**config.mk**
```make
export PLATFORM = sky130hd
export DESIGN_NAME = ccsm_basis
export DESIGN_NICKNAME = d
export VERILOG_FILES = /design/src/rtl/core/ccsm_pkg.sv /design/src/rtl/core/ccsm_basis.sv
export SDC_FILE = /design/constraint.sdc
export NUM_CORES = 2
export LEC_CHECK = 0
export ABC_CLOCK_PERIOD_IN_PS = 8700
export BUFFER_PORTS_ARGS = -buffer_cell sky130_fd_sc_hd__buf_2
export CORE_MARGIN = 10
export CORE_UTILIZATION = 40
export DETAILED_ROUTE_END_ITERATION = 16
export PLACE_DENSITY = 0.61
export SYNTH_ARGS = -nofsm -noshare
export SYNTH_HDL_FRONTEND = slang
export SYNTH_SLANG_ARGS = --single-unit
```
**constraint.sdc**
```tcl
create_clock -name clk -period 8.7 [get_ports clk]
set_input_delay 0.87 -clock clk [delete_from_list [all_inputs] [get_ports clk]]
set_output_delay 0.87 -clock clk [all_outputs]
set_load 0.01 [all_outputs]
```
**src/rtl/core/ccsm_pkg.sv**
```systemverilog
// Shared constants and types for the cubic curve sampler with circular mask.
// Holds field widths, fixed-point format and the default derived widths.
// No dependencies.
package ccsm_pkg;

  localparam int KW   = 10;  // sample index width
  localparam int CW   = 10;  // coordinate width
  localparam int RADW = 9;   // radius register width
  localparam int PIXW = 12;  // output pixel width
  localparam int FRAC = 16;  // fraction bits of the fixed-point format

  // A difference beyond this exponent is far outside any legal circle.
  localparam int FAR_SH = CW + FRAC;

  localparam logic [RADW-1:0] RADIUS_RST = RADW'(60);

  localparam int SAMPLES_DEF = 1000;

  localparam longint KMAX = (longint'(1) << KW) - 1;

  // Widths for the default sample count; the top level recomputes these for its own.
  localparam longint TMAX_DEF  = (KMAX << FRAC) / SAMPLES_DEF;
  localparam longint T2MAX_DEF = (TMAX_DEF * TMAX_DEF) >> FRAC;
  localparam longint T3MAX_DEF = (T2MAX_DEF * TMAX_DEF) >> FRAC;
  localparam longint HBND_DEF  = 27 * T3MAX_DEF + 45 * T2MAX_DEF + 18 * TMAX_DEF
                                 + (longint'(2) << FRAC);

  localparam int TW_RAW_DEF  = $clog2(TMAX_DEF + 1);
  localparam int T2W_RAW_DEF = $clog2(T2MAX_DEF + 1);
  localparam int T3W_RAW_DEF = $clog2(T3MAX_DEF + 1);
  localparam int TW_DEF  = (TW_RAW_DEF  < 1) ? 1 : TW_RAW_DEF;
  localparam int T2W_DEF = (T2W_RAW_DEF < 1) ? 1 : T2W_RAW_DEF;
  localparam int T3W_DEF = (T3W_RAW_DEF < 1) ? 1 : T3W_RAW_DEF;
  localparam int HW_DEF  = $clog2(HBND_DEF + 1) + 1;
  localparam int WW_DEF  = HW_DEF - 1;
  localparam int XW_DEF  = WW_DEF + 12;
  localparam int DXW_DEF = ((XW_DEF > FAR_SH + 1) ? XW_DEF : FAR_SH + 1) + 1;

  localparam int SHIFT_DEF = KW + FRAC + $clog2(SAMPLES_DEF);
  localparam int RECIP_DEF = int'(((longint'(1) << SHIFT_DEF) + SAMPLES_DEF - 1)
                                  / SAMPLES_DEF);

  // Control points and circle center; they travel with each beat.
  typedef struct packed {
    logic [3:0][CW-1:0] px;
    logic [3:0][CW-1:0] py;
    logic [CW-1:0]      cx;
    logic [CW-1:0]      cy;
  } geom_t;

endpackage

```
**src/rtl/core/ccsm_basis.sv**
```systemverilog
// Basis stages: parameter t from the sample index, its powers, and the four
// Lagrange weights in signed Q16. Depends on ccsm_pkg.
module ccsm_basis #(
  parameter int TW    = ccsm_pkg::TW_DEF,
  parameter int T2W   = ccsm_pkg::T2W_DEF,
  parameter int T3W   = ccsm_pkg::T3W_DEF,
  parameter int HW    = ccsm_pkg::HW_DEF,
  parameter int SHIFT = ccsm_pkg::SHIFT_DEF,
  parameter int RECIP = ccsm_pkg::RECIP_DEF
) (
  input  logic                          clk,
  input  logic                          rst_n,
  input  logic                          in_valid,
  input  logic [ccsm_pkg::KW-1:0]       sample_index,
  input  ccsm_pkg::geom_t               geom,
  output logic                          w_valid,
  output logic [3:0][HW-2:0]            w,
  output ccsm_pkg::geom_t               w_geom
);

  localparam int WW  = HW - 1;
  localparam int RW  = ccsm_pkg::KW + ccsm_pkg::FRAC + 1;
  localparam int PAW = ccsm_pkg::KW + RW;
  localparam int P2W = (2 * TW > ccsm_pkg::FRAC + T2W) ? 2 * TW : ccsm_pkg::FRAC + T2W;
  localparam int P3W = (T2W + TW > ccsm_pkg::FRAC + T3W) ? T2W + TW
                                                          : ccsm_pkg::FRAC + T3W;
  localparam int TOFF = SHIFT - ccsm_pkg::FRAC;

  localparam logic [RW-1:0] RECIP_C = RW'(RECIP);
  localparam logic [HW-1:0] TWO_Q   = HW'(longint'(2) << ccsm_pkg::FRAC);

  logic                   a_valid_r, b_valid_r, c_valid_r, d_valid_r;
  logic [TW-1:0]          a_t_r, b_t_r, c_t_r;
  logic [T2W-1:0]         b_t2_r, c_t2_r;
  logic [T3W-1:0]         c_t3_r;
  logic [3:0][WW-1:0]     d_w_r;
  ccsm_pkg::geom_t        a_geom_r, b_geom_r, c_geom_r, d_geom_r;

  logic [PAW-1:0]         prod_a;
  logic [P2W-1:0]         prod_b;
  logic [P3W-1:0]         prod_c;
  logic [TW-1:0]          a_t_nxt;
  logic [T2W-1:0]         b_t2_nxt;
  logic [T3W-1:0]         c_t3_nxt;
  logic [HW-1:0]          tq, t2q, t3q;
  logic [3:0][HW-1:0]     h;
  logic [3:0][WW-1:0]     d_w_nxt;

  always_comb begin
    // Division by the sample count is a multiply by a rounded-up reciprocal,
    // exact for every index the input can carry.
    prod_a   = PAW'(sample_index) * PAW'(RECIP_C);
    a_t_nxt  = prod_a[TOFF +: TW];
    prod_b   = P2W'(a_t_r) * P2W'(a_t_r);
    b_t2_nxt = prod_b[ccsm_pkg::FRAC +: T2W];
    prod_c   = P3W'(b_t2_r) * P3W'(b_t_r);
    c_t3_nxt = prod_c[ccsm_pkg::FRAC +: T3W];

    tq  = HW'(c_t_r);
    t2q = HW'(c_t2_r);
    t3q = HW'(c_t3_r);
    // Doubled weights are exact; two's complement wraps harmlessly in HW bits.
    h[0] = t2q * HW'(18) - t3q * HW'(9) - tq * HW'(11) + TWO_Q;
    h[1] = t3q * HW'(27) - t2q * HW'(45) + tq * HW'(18);
    h[2] = t2q * HW'(36) - t3q * HW'(27) - tq * HW'(9);
    h[3] = t3q * HW'(9) - t2q * HW'(9) + tq * HW'(2);
    for (int i = 0; i < 4; i++) begin
      d_w_nxt[i] = h[i][HW-1:1];  // floor of half
    end
  end

  always_ff @(posedge clk) begin
    if (!rst_n) begin
      a_valid_r <= 1'b0;
      b_valid_r <= 1'b0;
      c_valid_r <= 1'b0;
      d_valid_r <= 1'b0;
    end else begin
      a_valid_r <= in_valid;
      b_valid_r <= a_valid_r;
      c_valid_r <= b_valid_r;
      d_valid_r <= c_valid_r;
    end
  end

  always_ff @(posedge clk) begin
    a_t_r    <= a_t_nxt;
    a_geom_r <= geom;
    b_t_r    <= a_t_r;
    b_t2_r   <= b_t2_nxt;
    b_geom_r <= a_geom_r;
    c_t_r    <= b_t_r;
    c_t2_r   <= b_t2_r;
    c_t3_r   <= c_t3_nxt;
    c_geom_r <= b_geom_r;
    d_w_r    <= d_w_nxt;
    d_geom_r <= c_geom_r;
  end

  assign w_valid = d_valid_r;
  assign w       = d_w_r;
  assign w_geom  = d_geom_r;

endmodule

```
**Word-level counts from Yosys, hierarchy flattened**

Cells that the tools add are included.

- Add/subtract/negate cells: 9
- $mul: 12

Operator list:

| kind | number |
|---|---|
| $mul A17 B4 Y21 const B | 7 |
| $mul A17 B17 Y33 | 2 |
| $sub A23 B22 Y24 | 2 |
| $mul A10 B27 Y37 const B | 1 |
| $add A24 B18 Y24 const B | 1 |
| $add A24 B22 Y24 | 1 |
| $sub A22 B23 Y24 | 1 |
| $sub A24 B21 Y24 | 1 |
| $add A22 B19 Y23 | 1 |
| $mul A17 B6 Y23 const B | 1 |
| $sub A22 B21 Y23 | 1 |
| $mul A17 B5 Y22 const B | 1 |
| $sub A21 B21 Y22 | 1 |

- Register bits: 597
- Output and inout port bits: 193

**Depth between registers and ports, before layout**

- Word-level depth: 4
- Gate-level depth with buffers: 30
- Depth with buffers taken out: 30

**Worst setup path after synthesis**

No wires, ideal clock.

- Path type: flip-flop to flip-flop
- Start point: register c_t3_r[2]
- End point: register d_w_r, in the netlist w[44]
- Arrival: 6.358 ns
- Required time: 8.608 ns
- Slack: 2.250 ns
- Cell stages (with the launch flop): 29
- Buffers on the path: 0
- Path through: dfxtp_1 ha_1 fa_1 inv_1 fa_1 inv_1 ha_1 o21ai_0 a21boi_0 o21ai_0 o21a_1 nor3_1 a21oi_1 nor2b_1 o21ai_0 a221oi_1 inv_1 fa_1 fa_1 fa_1 inv_1 ha_1 inv_1 o21bai_1 a21o_1 a21oi_1 o21ai_1 and4_1 nor4_1

RTL lines:

| what | RTL line | source |
|---|---|---|
| start, declared | ccsm_basis.sv:35 | `logic [T3W-1:0] c_t3_r;` |
| start signal, assigned | ccsm_basis.sv:94 | `c_t3_r <= c_t3_nxt;` |
| end signal, assigned | ccsm_basis.sv:96 | `d_w_r <= d_w_nxt;` |
| end, declared | ccsm_basis.sv:36 | `logic [3:0][WW-1:0] d_w_r;` |

==> summary.md <==
| Metric | Value |
|---|---|
| Number of global-route vias before repair | 33300 |
| Endpoint class of the critical path | flip-flop |
| CTS tree | built |
| CTS clk-pin slew, worst paths | 0.06 ns |
| Largest stage delay, worst path | 0.51 ns |
| WS Path Type | reg2reg |
| Post-route setup TNS | 0 ns |
| Global-route wire length before repair | 173200 µm |
| Slew margin rel. | 31.79% |
| Initial antenna violation count | 4 |
| CP max FO | 6 |
| Share of cells above drive strength 1 | 9.454% |
| Post-DP HPWL | 85640 µm |
| Post-synth EDFFs | 0 |
| Num CTS Buffers | 69 |
| Cells after synthesis | 4652 |
| Die Span Y | 363.2 µm |
| Synth-to-Final Area Change | 12.09% |
| # Post-CTS Setup Buffers | 0 |
| Synthesis-stage register bit count | 597 |
| Reg2reg setup slack | 1.35 ns |
| Final min period | 7.348 ns |
| F_max | 136.1 MHz |
| Most frequent cells after synthesis | inv_1 (1032), ha_1 (704), fa_1 (629) |
| Initial core utilization | 40.43% |
| Skew final | 0.03840 ns |
| Final worst-path cycle share | 84.46% |
| Async S/R FF share, synth | 0% |
| Status | complete, no violations |
| # DRC | 0 |
| Synthesized Nets | 6098 |
| Synthesized area per cell | 10.13 µm² |
| Pins Over Slew Limit | 0 |
| Hold Path Class | reg2reg |
| GPL Wtd Cong | 0.8550 |
| Total gr overflow | 0 |
| # port buffers | 305 |
| CTS Buffer Depth | 3 |
| Worst-Margin Slew | 1.022 ns |
| Drt pass-1 iters | 5 |
| Critical-path top delay cell | dfxtp_1 |
| Final-report setup violation count | 0 |
| Buf+Inv Stages, Crit Path | 5 |
| RSZ-0062 raised after global routing | false |
| Max-Cap Viols | 0 |
| Largest net degree at the start of global routing | 19 |
| GRT Util Overall | 16.45% |
| Die Wd | 363.2 µm |
| Delay-heaviest family, CP | adder cells |
| Clk Latency, worst-skew pair | 0.68 ns |
| # H-tree levels | 3 |
| # clock sinks | 597 |
| Synth Cell Area | 47110 µm² |
| Vias | 31090 |
| Core area | 116500 µm² |
| Share of Yosys cell area claimed by the top area cell type | 26.73% |
| Yosys warns | 0 |
| Die area | 131900 µm² |
| Worst path arrival time | 7.91 ns |
| Final wirelength | 106700 µm |
| Main synth FF type | dfxtp_1 |
| Iter 0 DRT Violations | 1359 |
| Nets | 6429 |
| IO Pins | 306 |
| Leading area contributor after synthesis | fa_1 |
| CTS Root Cell | clkbuf_16 |
| Hold buffer count at CTS | 0 |
| Antenna violation net count after detailed routing | 0 |
| Worst EP required | 9.26 ns |
| Hold Vio Cnt, Final | 0 |
| Wirelength per Cell | 16.26 µm |
| Mean number of vias per cell | 4.740 |
| Synth unique cells | 71 |
| Cell with the most instances after synthesis | inv_1 |
| # resized after CTS | 0 |
| Top area cells in the synthesized netlist | fa_1 (27%), dfxtp_1 (25%), ha_1 (19%) |
| # rows | 125 |
| Crit path launch type | flip-flop |
| Register area share after synthesis | 25.37% |
area by class of cell:
class	instances	area, µm²
antenna	1	2.502
clock buffer	89	1893
clock inverter	34	464.2
fill	11080	63720
inverter	1032	3874
multi-input combinational	2958	31030
sequential	597	11950
tap	1524	1907
timing repair buffer	325	1677
kinds of logic (layout without fill, tap and decap cells):
family | after synthesis | in the layout | share of synthesized area, %
AOI/OAI and AO/OA | 500 | 500 | 6.925
xor gates and xnor gates | 244 | 244 | 4.553
adders and majority gates | 1333 | 1333 | 45.43
buffers and inverters | 1097 | 1480 | 8.749
DFF | 597 | 597 | 25.37
muxes | 1 | 1 | 0.02390
other | 0 | 1 | 0
and+or+nand+nor | 880 | 880 | 8.946
worst reg2reg max path, delay by kind of cell (launching register included):
| family | cells | cell delay, ns |
|---|---|---|
| adder cells (fa/ha/maj) | 8 | 3.39 |
| flip-flops | 1 | 0.51 |
| buffers and inverters | 5 | 0.35 |
| AND/OR/NAND/NOR | 4 | 1.07 |
| AO/OA/AOI/OAI | 11 | 1.91 |
flip-flops by register name (all words and copies together) (netlist names), 17 cells and up:
signal and flops:
a_t_r 17, b_t_r 17, w_geom 100, w 91
b_geom_r 100, c_t3_r 17, c_t_r 17, a_geom_r 100
c_t2_r 17, c_geom_r 100, b_t2_r 17
layer usage:
metal  track usage [%]  up-vias  wire, µm
li1                  -    15200         -
met5                 0        -         0
met2             29.50      561     53850
met1             20.01    15190     45070
met4             4.482        0      2393
met3             3.104      140      5379
through the flow:
step | cells | hold slack, ns | util [%] | cell area (µm²) | setup slack [ns]
after detailed placement | 6436 | 0.3121 | 43.29 | 50440 | 1.401
after CTS | 6559 | 0.2157 | 45.31 | 52800 | 1.361
after global routing | 6559 | 0.2451 | 45.31 | 52800 | 0.8073
after global placement | 6436 | 0.3095 | 43.29 | 50440 | 1.553
after floorplan | 4652 | 0.3096 | - | 47110 | 2.250
final | 6560 | 0.2927 | 45.32 | 52800 | 1.352
placed cells by master, fill, tap and decap left out, types with 8 or more instances in the layout:
cell type   instances
inv_1            1032
clkbuf_16          70
o211ai_1           12
and3_1             16
buf_2             305
nor2_1            141
nor3_1             48
a21oi_1           163
a21o_1             69
or3_1              14
a2111oi_0           8
xnor2_1           157
dfxtp_1           597
xor2_1             86
and2_1            153
nand4_1            14
nor2b_1            37
clkinvlp_4          8
o21ai_1            19
clkbuf_1           12
nand3_1            41
a211oi_1           14
nand2b_1           32
ha_1              704
buf_4              20
a21boi_0            8
fa_1              629
o21bai_1           21
or2_2              14
o21ai_0            72
a31oi_1            17
nand2_1           347
o21a_1             34
path summary, 6_finish.rpt:
path,to,depth (start not counted),from
worst min-delay path,w_geom[35]$_DFF_P_,0,c_geom_r[35]$_DFF_P_
worst min register to register,w_geom[35]$_DFF_P_,0,c_geom_r[35]$_DFF_P_
worst max register to register,w[44]$_DFF_P_,28,c_t3_r[4]$_DFF_P_
worst max-delay path,w[44]$_DFF_P_,28,c_t3_r[4]$_DFF_P_
Power is left out: the tool's default activity adds up to more than one toggle a clock period on the data nets, which glitch-free logic cannot reach.
