`src/rtl/core/ccsm_pkg.sv`:
```
// Shared constants and types for the cubic curve sampler with circular mask.
// Holds field widths, fixed-point format and the default derived widths.
// No dependencies.
package ccsm_pkg;

  localparam int KW   = 10;  // sample index width
  localparam int CW   = 10;  // coordinate width
  localparam int RADW = 9;   // radius register width
  localparam int PIXW = 12;  // output pixel width
  localparam int FRAC = 16;  // fraction bits of the fixed-point format

  // A difference beyond this exponent is far outside any legal circle.
  localparam int FAR_SH = CW + FRAC;

  localparam logic [RADW-1:0] RADIUS_RST = RADW'(60);

  localparam int SAMPLES_DEF = 1000;

  localparam longint KMAX = (longint'(1) << KW) - 1;

  // Widths for the default sample count; the top level recomputes these for its own.
  localparam longint TMAX_DEF  = (KMAX << FRAC) / SAMPLES_DEF;
  localparam longint T2MAX_DEF = (TMAX_DEF * TMAX_DEF) >> FRAC;
  localparam longint T3MAX_DEF = (T2MAX_DEF * TMAX_DEF) >> FRAC;
  localparam longint HBND_DEF  = 27 * T3MAX_DEF + 45 * T2MAX_DEF + 18 * TMAX_DEF
                                 + (longint'(2) << FRAC);

  localparam int TW_RAW_DEF  = $clog2(TMAX_DEF + 1);
  localparam int T2W_RAW_DEF = $clog2(T2MAX_DEF + 1);
  localparam int T3W_RAW_DEF = $clog2(T3MAX_DEF + 1);
  localparam int TW_DEF  = (TW_RAW_DEF  < 1) ? 1 : TW_RAW_DEF;
  localparam int T2W_DEF = (T2W_RAW_DEF < 1) ? 1 : T2W_RAW_DEF;
  localparam int T3W_DEF = (T3W_RAW_DEF < 1) ? 1 : T3W_RAW_DEF;
  localparam int HW_DEF  = $clog2(HBND_DEF + 1) + 1;
  localparam int WW_DEF  = HW_DEF - 1;
  localparam int XW_DEF  = WW_DEF + 12;
  localparam int DXW_DEF = ((XW_DEF > FAR_SH + 1) ? XW_DEF : FAR_SH + 1) + 1;

  localparam int SHIFT_DEF = KW + FRAC + $clog2(SAMPLES_DEF);
  localparam int RECIP_DEF = int'(((longint'(1) << SHIFT_DEF) + SAMPLES_DEF - 1)
                                  / SAMPLES_DEF);

  // Control points and circle center; they travel with each beat.
  typedef struct packed {
    logic [3:0][CW-1:0] px;
    logic [3:0][CW-1:0] py;
    logic [CW-1:0]      cx;
    logic [CW-1:0]      cy;
  } geom_t;

endpackage

```
`src/rtl/core/ccsm_mask.sv`:
```
// Mask stages: squared distance against the squared radius, coordinate
// truncation and saturation, and the result register. Depends on ccsm_pkg.
module ccsm_mask #(
  parameter int XW  = ccsm_pkg::XW_DEF,
  parameter int DXW = ccsm_pkg::DXW_DEF
) (
  input  logic                        clk,
  input  logic                        rst_n,
  input  logic [ccsm_pkg::RADW-1:0]   radius,
  input  logic                        sum_valid,
  input  logic [XW-1:0]               sum_x,
  input  logic [XW-1:0]               sum_y,
  input  logic [DXW-1:0]              dx,
  input  logic [DXW-1:0]              dy,
  output logic                        out_valid,
  output logic [ccsm_pkg::PIXW-1:0]   pixel_x,
  output logic [ccsm_pkg::PIXW-1:0]   pixel_y,
  output logic                        inside_res
);

  localparam int AXW = ccsm_pkg::FAR_SH + 1;
  localparam int SQW = 2 * AXW;
  localparam int DW  = SQW + 1;
  localparam int QW  = XW - ccsm_pkg::FRAC;
  localparam int RSW = 2 * ccsm_pkg::RADW;

  localparam logic signed [DXW-1:0] FAR_POS = DXW'(longint'(1) << ccsm_pkg::FAR_SH);
  localparam logic signed [DXW-1:0] FAR_NEG = -FAR_POS;
  localparam logic signed [QW-1:0]  Q_HI = QW'((1 << (ccsm_pkg::PIXW - 1)) - 1);
  localparam logic signed [QW-1:0]  Q_LO = -Q_HI - QW'(1);
  localparam logic [ccsm_pkg::PIXW-1:0] PIX_HI = {1'b0, {(ccsm_pkg::PIXW-1){1'b1}}};
  localparam logic [ccsm_pkg::PIXW-1:0] PIX_LO = {1'b1, {(ccsm_pkg::PIXW-1){1'b0}}};

  // Truncation toward zero of a Q16 value, then clamp to the pixel range.
  function automatic logic [ccsm_pkg::PIXW-1:0] trunc_sat(input logic [XW-1:0] v);
    logic [QW-1:0] q;
    q = v[XW-1:ccsm_pkg::FRAC];
    if (v[XW-1] && (v[ccsm_pkg::FRAC-1:0] != '0)) begin
      q = q + QW'(1);
    end
    if ($signed(q) > Q_HI) begin
      return PIX_HI;
    end else if ($signed(q) < Q_LO) begin
      return PIX_LO;
    end
    return q[ccsm_pkg::PIXW-1:0];
  endfunction

  logic                          g_valid_r, g_far_r, g_far_nxt;
  logic [SQW-1:0]                g_sqx_r, g_sqy_r, g_sqx_nxt, g_sqy_nxt;
  logic [ccsm_pkg::PIXW-1:0]     g_pix_x_r, g_pix_y_r;
  logic [DXW-1:0]                abs_x, abs_y;
  logic [AXW-1:0]                ax, ay;
  logic [DW-1:0]                 dist_sq, rad_sq_q;
  logic [RSW-1:0]                rad_sq;
  logic                          outside, in_circ;
  logic                          out_valid_r, out_valid_nxt, out_inside_r;
  logic [ccsm_pkg::PIXW-1:0]     out_pix_x_r, out_pix_y_r;

  always_comb begin
    g_far_nxt = ($signed(dx) > FAR_POS) || ($signed(dx) < FAR_NEG) ||
                ($signed(dy) > FAR_POS) || ($signed(dy) < FAR_NEG);
    abs_x = dx[DXW-1] ? (-dx) : dx;
    abs_y = dy[DXW-1] ? (-dy) : dy;
    // Only meaningful when not far; the far flag overrides the squares.
    ax = abs_x[AXW-1:0];
    ay = abs_y[AXW-1:0];
    g_sqx_nxt = SQW'(ax) * SQW'(ax);
    g_sqy_nxt = SQW'(ay) * SQW'(ay);

    dist_sq  = DW'(g_sqx_r) + DW'(g_sqy_r);
    rad_sq   = RSW'(radius) * RSW'(radius);
    rad_sq_q = DW'({rad_sq, {(2 * ccsm_pkg::FRAC){1'b0}}});
    outside  = g_far_r || (dist_sq > rad_sq_q);
    in_circ  = !g_far_r && (dist_sq < rad_sq_q);
    // A point exactly on the circle produces no beat.
    out_valid_nxt = g_valid_r && (outside || in_circ);
  end

  always_ff @(posedge clk) begin
    if (!rst_n) begin
      g_valid_r   <= 1'b0;
      out_valid_r <= 1'b0;
    end else begin
      g_valid_r   <= sum_valid;
      out_valid_r <= out_valid_nxt;
    end
  end

  always_ff @(posedge clk) begin
    g_far_r      <= g_far_nxt;
    g_sqx_r      <= g_sqx_nxt;
    g_sqy_r      <= g_sqy_nxt;
    g_pix_x_r    <= trunc_sat(sum_x);
    g_pix_y_r    <= trunc_sat(sum_y);
    out_inside_r <= in_circ;
    out_pix_x_r  <= g_pix_x_r;
    out_pix_y_r  <= g_pix_y_r;
  end

  assign out_valid  = out_valid_r;
  assign pixel_x    = out_pix_x_r;
  assign pixel_y    = out_pix_y_r;
  assign inside_res = out_inside_r;

  assert property (@(posedge clk) disable iff (!rst_n)
    (out_valid_r && out_inside_r) |-> $past(!g_far_r))
    else $error("inside result from a point flagged far from the center");

endmodule

```
`config.mk`:
```
export PLATFORM = sky130hd
export DESIGN_NAME = ccsm_mask
export DESIGN_NICKNAME = d
export VERILOG_FILES = /design/src/rtl/core/ccsm_pkg.sv /design/src/rtl/core/ccsm_mask.sv
export SDC_FILE = /design/constraint.sdc
export NUM_CORES = 2
export LEC_CHECK = 0
export BUFFER_PORTS_ARGS = -buffer_cell sky130_fd_sc_hd__buf_2
export CORE_ASPECT_RATIO = 0.5
export CORE_MARGIN = 2
export CORE_UTILIZATION = 30
export DETAILED_ROUTE_END_ITERATION = 10
export SLEW_MARGIN = 20
export SYNTH_ARGS = -nofsm -noshare
export SYNTH_HDL_FRONTEND = slang
export SYNTH_SLANG_ARGS = --single-unit
```
`constraint.sdc`:
```
create_clock -name clk -period 11.7 [get_ports clk]
set_input_delay 0.585 -clock clk [delete_from_list [all_inputs] [get_ports clk]]
set_output_delay 0.585 -clock clk [all_outputs]
set_load 0.005 [all_outputs]
```
======== Word-level counts from Yosys, hierarchy flattened ========
Index checks and enable logic that the tools add are counted.
storage, ports and cells
  register bits after elaboration ......... 160
  output and inout bits ................... 26
  word-level logic and storage cells ...... 54
cells by class
  add/subtract/negate cells ............... 5
  multipliers ............................. 3
  $lt $le $gt $ge ......................... 10
  mux-type cells .......................... 14
  reductions and logical operators ........ 12
operator list
  cell                     count
  $mul A27 B27 Y54         2
  $gt A36 B28 Y1 const B   2
  $lt A36 B27 Y1 const B   2
  $mux W12                 6
  $add A54 B54 Y55         1
  $gt A55 B50 Y1           1
  $lt A55 B50 Y1           1
  $mux W27                 2
  $neg A27 Y27             2
  $add A19 B1 Y19 const B  2
  $gt A19 B12 Y1 const B   2
  $lt A19 B12 Y1 const B   2
  $mux W19                 2
  $reduce_bool A16 Y1      2
  $mul A9 B9 Y18           1
  $logic_or A1 B1 Y1       5
  $logic_and A1 B1 Y1      4
  $mux W1                  4
  $logic_not A1 Y1         1

======== Depth between registers and ports, before layout ========
  depth in word-level cells ............... 7
  gate-level depth with buffers ........... 36
  mapped depth without buffers ............ 34

======== Worst setup path after synthesis ========
Ideal clock, no wire load.
  path type ............................... input -> register
  from .................................... in dx[0]
  to ...................................... reg g_sqx_r[49]
  setup time .............................. 122 ps
  arrival ................................. 9197 ps
  data required time ...................... 11578 ps
  setup slack ............................. 2381 ps
  cell stages on the path ................. 36
  path through ............................ clkbuf_1 inv_1 clkbuf_1 ha_1 nand4_1 or4_4 or3_4 o21ai_0 xnor2_1 inv_1 buf_4 nor2_1 inv_1 fa_1 inv_1 fa_1 fa_1 inv_1 fa_1 inv_1 fa_1 fa_1 inv_1 fa_1 inv_1 ha_1 a21o_1 a31o_2 a221oi_1 o21ai_0 o31a_1 a211o_1 a21boi_1 o31ai_1 or2_2 xor2_1
between the ends
  cells in the longest elaborated chain, start to end .. 3
RTL lines
  what                     RTL line         source
  from (decl)              ccsm_mask.sv:13  input logic [DXW-1:0] dx,
  $neg A27 Y27             ccsm_mask.sv:63  abs_x = dx[DXW-1] ? (-dx) : dx;
  $mux W27 *               ccsm_mask.sv:63
  $mul A27 B27 Y54 *       ccsm_mask.sv:68  g_sqx_nxt = SQW'(ax) * SQW'(ax);
  named net g_sqx_nxt[49]  ccsm_mask.sv:50  logic [SQW-1:0] g_sqx_r, g_sqy_r, g_sqx_nxt, g_sqy_nxt;
  to (signal assigned)     ccsm_mask.sv:92  g_sqx_r <= g_sqx_nxt;
  to (decl)                ccsm_mask.sv:50
Mark *: on every way through the listed nets, which the timed path passes. The rest lies on a longest branch.
A chain may end at the register's enable or synchronous reset.

======== Worst setup path after layout ========
  from .................................... in dy[9]
  to ...................................... reg g_sqy_r[50]
between the ends
  cells in the longest elaborated chain, start to end .. 3
RTL lines
  what                     RTL line         source
  from (decl)              ccsm_mask.sv:14  input logic [DXW-1:0] dy,
  $neg A27 Y27             ccsm_mask.sv:64  abs_y = dy[DXW-1] ? (-dy) : dy;
  $mux W27 *               ccsm_mask.sv:64
  $mul A27 B27 Y54 *       ccsm_mask.sv:69  g_sqy_nxt = SQW'(ay) * SQW'(ay);
  named net g_sqy_nxt[50]  ccsm_mask.sv:50
  to (signal assigned)     ccsm_mask.sv:93  g_sqy_r <= g_sqy_nxt;
  to (decl)                ccsm_mask.sv:50
Marked as above.

==> impl_metrics.tcl <==
set metrics [dict create \
    status "completed" \
    max_cap_violations 0 \
    synth-seq-area-share 0.06255 \
    clkTransAtPathRegs_ns 0.07 \
    setup_tns_ns 0 \
    drtIter0Drc 2451 \
    grt_pass1_vias 39523 \
    yosys.area.top_type "fa_1" \
    clock_skew_ns 0.02254 \
    cts-root-buf "clkbuf_16" \
    holdBufCountCts 0 \
    yosysWarnings 0 \
    cts_htree_levels 4 \
    critPathSlowestCell "inv_1" \
    synthArstFlopShare 0 \
    drt-vias-per-instance 4.595 \
    num_io_pins 180 \
    routedWlPerCell_um 17.05 \
    synth_area_um2 50560 \
    synth_top_area_frac 0.4509 \
    cpMostUsedCell "fa_1" \
    track_usage 0.1654 \
    place_hpwl_mm 115.3 \
    min_path_cells 2 \
    ys.flop_type "dfxtp_1" \
    die_w_um 584.6 \
    grt_pass1_wl_mm 221.7 \
    drv_slew 0 \
    r2r_cells 21 \
    clk_path_buf_depth 2 \
    remaining_drc_errors 0 \
    start_kind "input port" \
    critPathCaptureType "flip-flop" \
    cp.required_ns 12.06 \
    clk_latency_ns 0.46 \
    period_needed_ns 9.865 \
    slowest_delay_ns 0.62 \
    rows 106 \
    initial_utilization 0.3023 \
    area_growth_pct 8.599 \
    grt_max_degree 31 \
    cp.arrival_ns 10.22 \
    nNetsFinal 7580 \
    cts_buffers 17 \
    dr_total_vias 37122 \
    grt_overflow_total 0 \
    cts_setup_buffers 0 \
    first_pass_iters 5 \
    synth-seq-cells 158 \
    post-route-period-util 0.8432 \
    layout_commonest_cell "inv_1" \
    cp_max_fo 15 \
    io_buffers 179 \
    final_cell_mix "inv_1 (1629), fa_1 (1139), nand2_1 (511)" \
    die_h_um 294.3 \
    path_class "input port to flip-flop" \
    worst_slew_pin_slew_ns 1.107 \
    gp_congestion 0.9350 \
    avgSynthCellArea_um2 8.907 \
    syn_nets 7463 \
    max_slew_margin 0.2621 \
    die_area_um2 172000 \
    synth_edf_count 0 \
    yosys-top-cells-area "fa_1 (45%), ha_1 (12%), inv_1 (12%), dfxtp_1 (6.3%), nand2_1 (3.8%)" \
    cts.sinks 158 \
    final-hold-violation-count 0 \
    wirelength_mm 137.8 \
    antenna_found_initial 9 \
    timing.fmax_mhz 101.4 \
    hp-class "input port to flip-flop" \
    ant_nets 0 \
    cts_tree "done" \
    drive_above_1_share 0.05958 \
    core_area_um2 167200 \
    syn_inst 5677 \
    synth_cell_types 86 \
    cts_resized 0 \
    setup_viol 0 \
    rsz0062_at_grt "no" \
]
## synthesized netlist by cell type (8+ instances only)
cell type  number
inv_1        1629
buf_2          24
nand2_1       511
mux2i_1        12
o211ai_1       12
nor3_1         37
o21a_1         24
and3_1         24
a211oi_1       16
nand3_1        47
clkinv_1        8
nor4_1         18
nand2b_1       21
a221oi_1       12
nor2b_1        11
nand4_1        39
or3_1          10
xnor2_1       143
ha_1          493
inv_2          11
o31ai_1        20
clkbuf_1      108
and2_1         48
a21oi_1       148
o2111ai_1       8
a21o_1         92
a211o_1         8
xor2_1         91
dfxtp_1       158
o21ai_0       122
nor2_1        441
buf_1           8
a31oi_1        22
fa_1         1139
o21bai_1       19
## registers in the layout, summed over array words and instances, names as in the netlist
register    count
g_far_r         1
g_pix_x_r      12
g_pix_y_r      12
g_sqx_r        53
g_sqy_r        53
g_valid_r       1
inside_res      1
out_valid       1
pixel_x        12
pixel_y        12
## critical path, delay by kind of cell
| kind | cells | cell delay, ns |
|---|---|---|
| AO/OA/AOI/OAI | 5 | 1.60 |
| XOR/XNOR | 2 | 0.30 |
| adder cells (fa/ha/maj) | 8 | 3.95 |
| buffers and inverters | 8 | 1.24 |
| AND/OR/NAND/NOR | 9 | 2.55 |
## cells by family (layout without fill, tap and decap cells)
logic type | count (synthesis) | after routing | share of synthesized area
compound gates | 574 | 574 | 0.07463
flops | 158 | 158 | 0.06255
other cells | 0 | 4 | 0
fa+ha+maj | 1632 | 1632 | 0.5729
xor+xnor | 241 | 241 | 0.04301
simple gates | 1257 | 1257 | 0.1083
mux | 19 | 19 | 0.003934
buf+inv | 1796 | 1926 | 0.1347
## layout make-up
cell class	instances	area, um2
diodes	4	10.01
clock buffers	20	436.7
clock inverters	12	158.9
fillers	17345	112300
inverters	1648	6186
multi-input cells	3723	40720
flip-flops and latches	158	3163
well taps	2268	2838
repair buffers	246	1399
## per-layer routing
| layer | up-vias | part of all wire | GRT usage |
|---|---|---|---|
| li1 | 17212 | - | - |
| met5 | - | 0 | 0 |
| met3 | 248 | 0.058 | 0.02004 |
| met4 | 0 | 0.036 | 0.05408 |
| met2 | 1119 | 0.48 | 0.2839 |
| met1 | 18543 | 0.43 | 0.2161 |
## metrics by stage
stage / util / worst slack [ns] / hold WS [ns] / instance area [um2] / cells
2_1_floorplan: - / 2.381 / 0.3096 / 50560 / 5677
3_5_place_dp: 0.3247 / 1.353 / 0.3121 / 54300 / 8043
4_1_cts: 0.3283 / 1.839 / 0.2802 / 54900 / 8075
3_3_place_gp: 0.3247 / 1.434 / 0.3098 / 54300 / 8043
6_report: 0.3283 / 1.835 / 0.3156 / 54910 / 8079
5_1_grt: 0.3283 / 1.399 / 0.3025 / 54910 / 8077
## final timing paths
path                            slack, ns     endpoint          from
worst min-delay path                 0.32    g_valid_r     sum_valid
worst max register to register       5.20    out_valid   g_sqy_r[20]
worst max-delay path                 1.83  g_sqy_r[50]         dy[9]
worst min register to register       0.32   pixel_y[3]  g_pix_y_r[3]
Power is not shown: default switching activity piles up to over one toggle a cycle in this logic, so the estimate is an artifact.
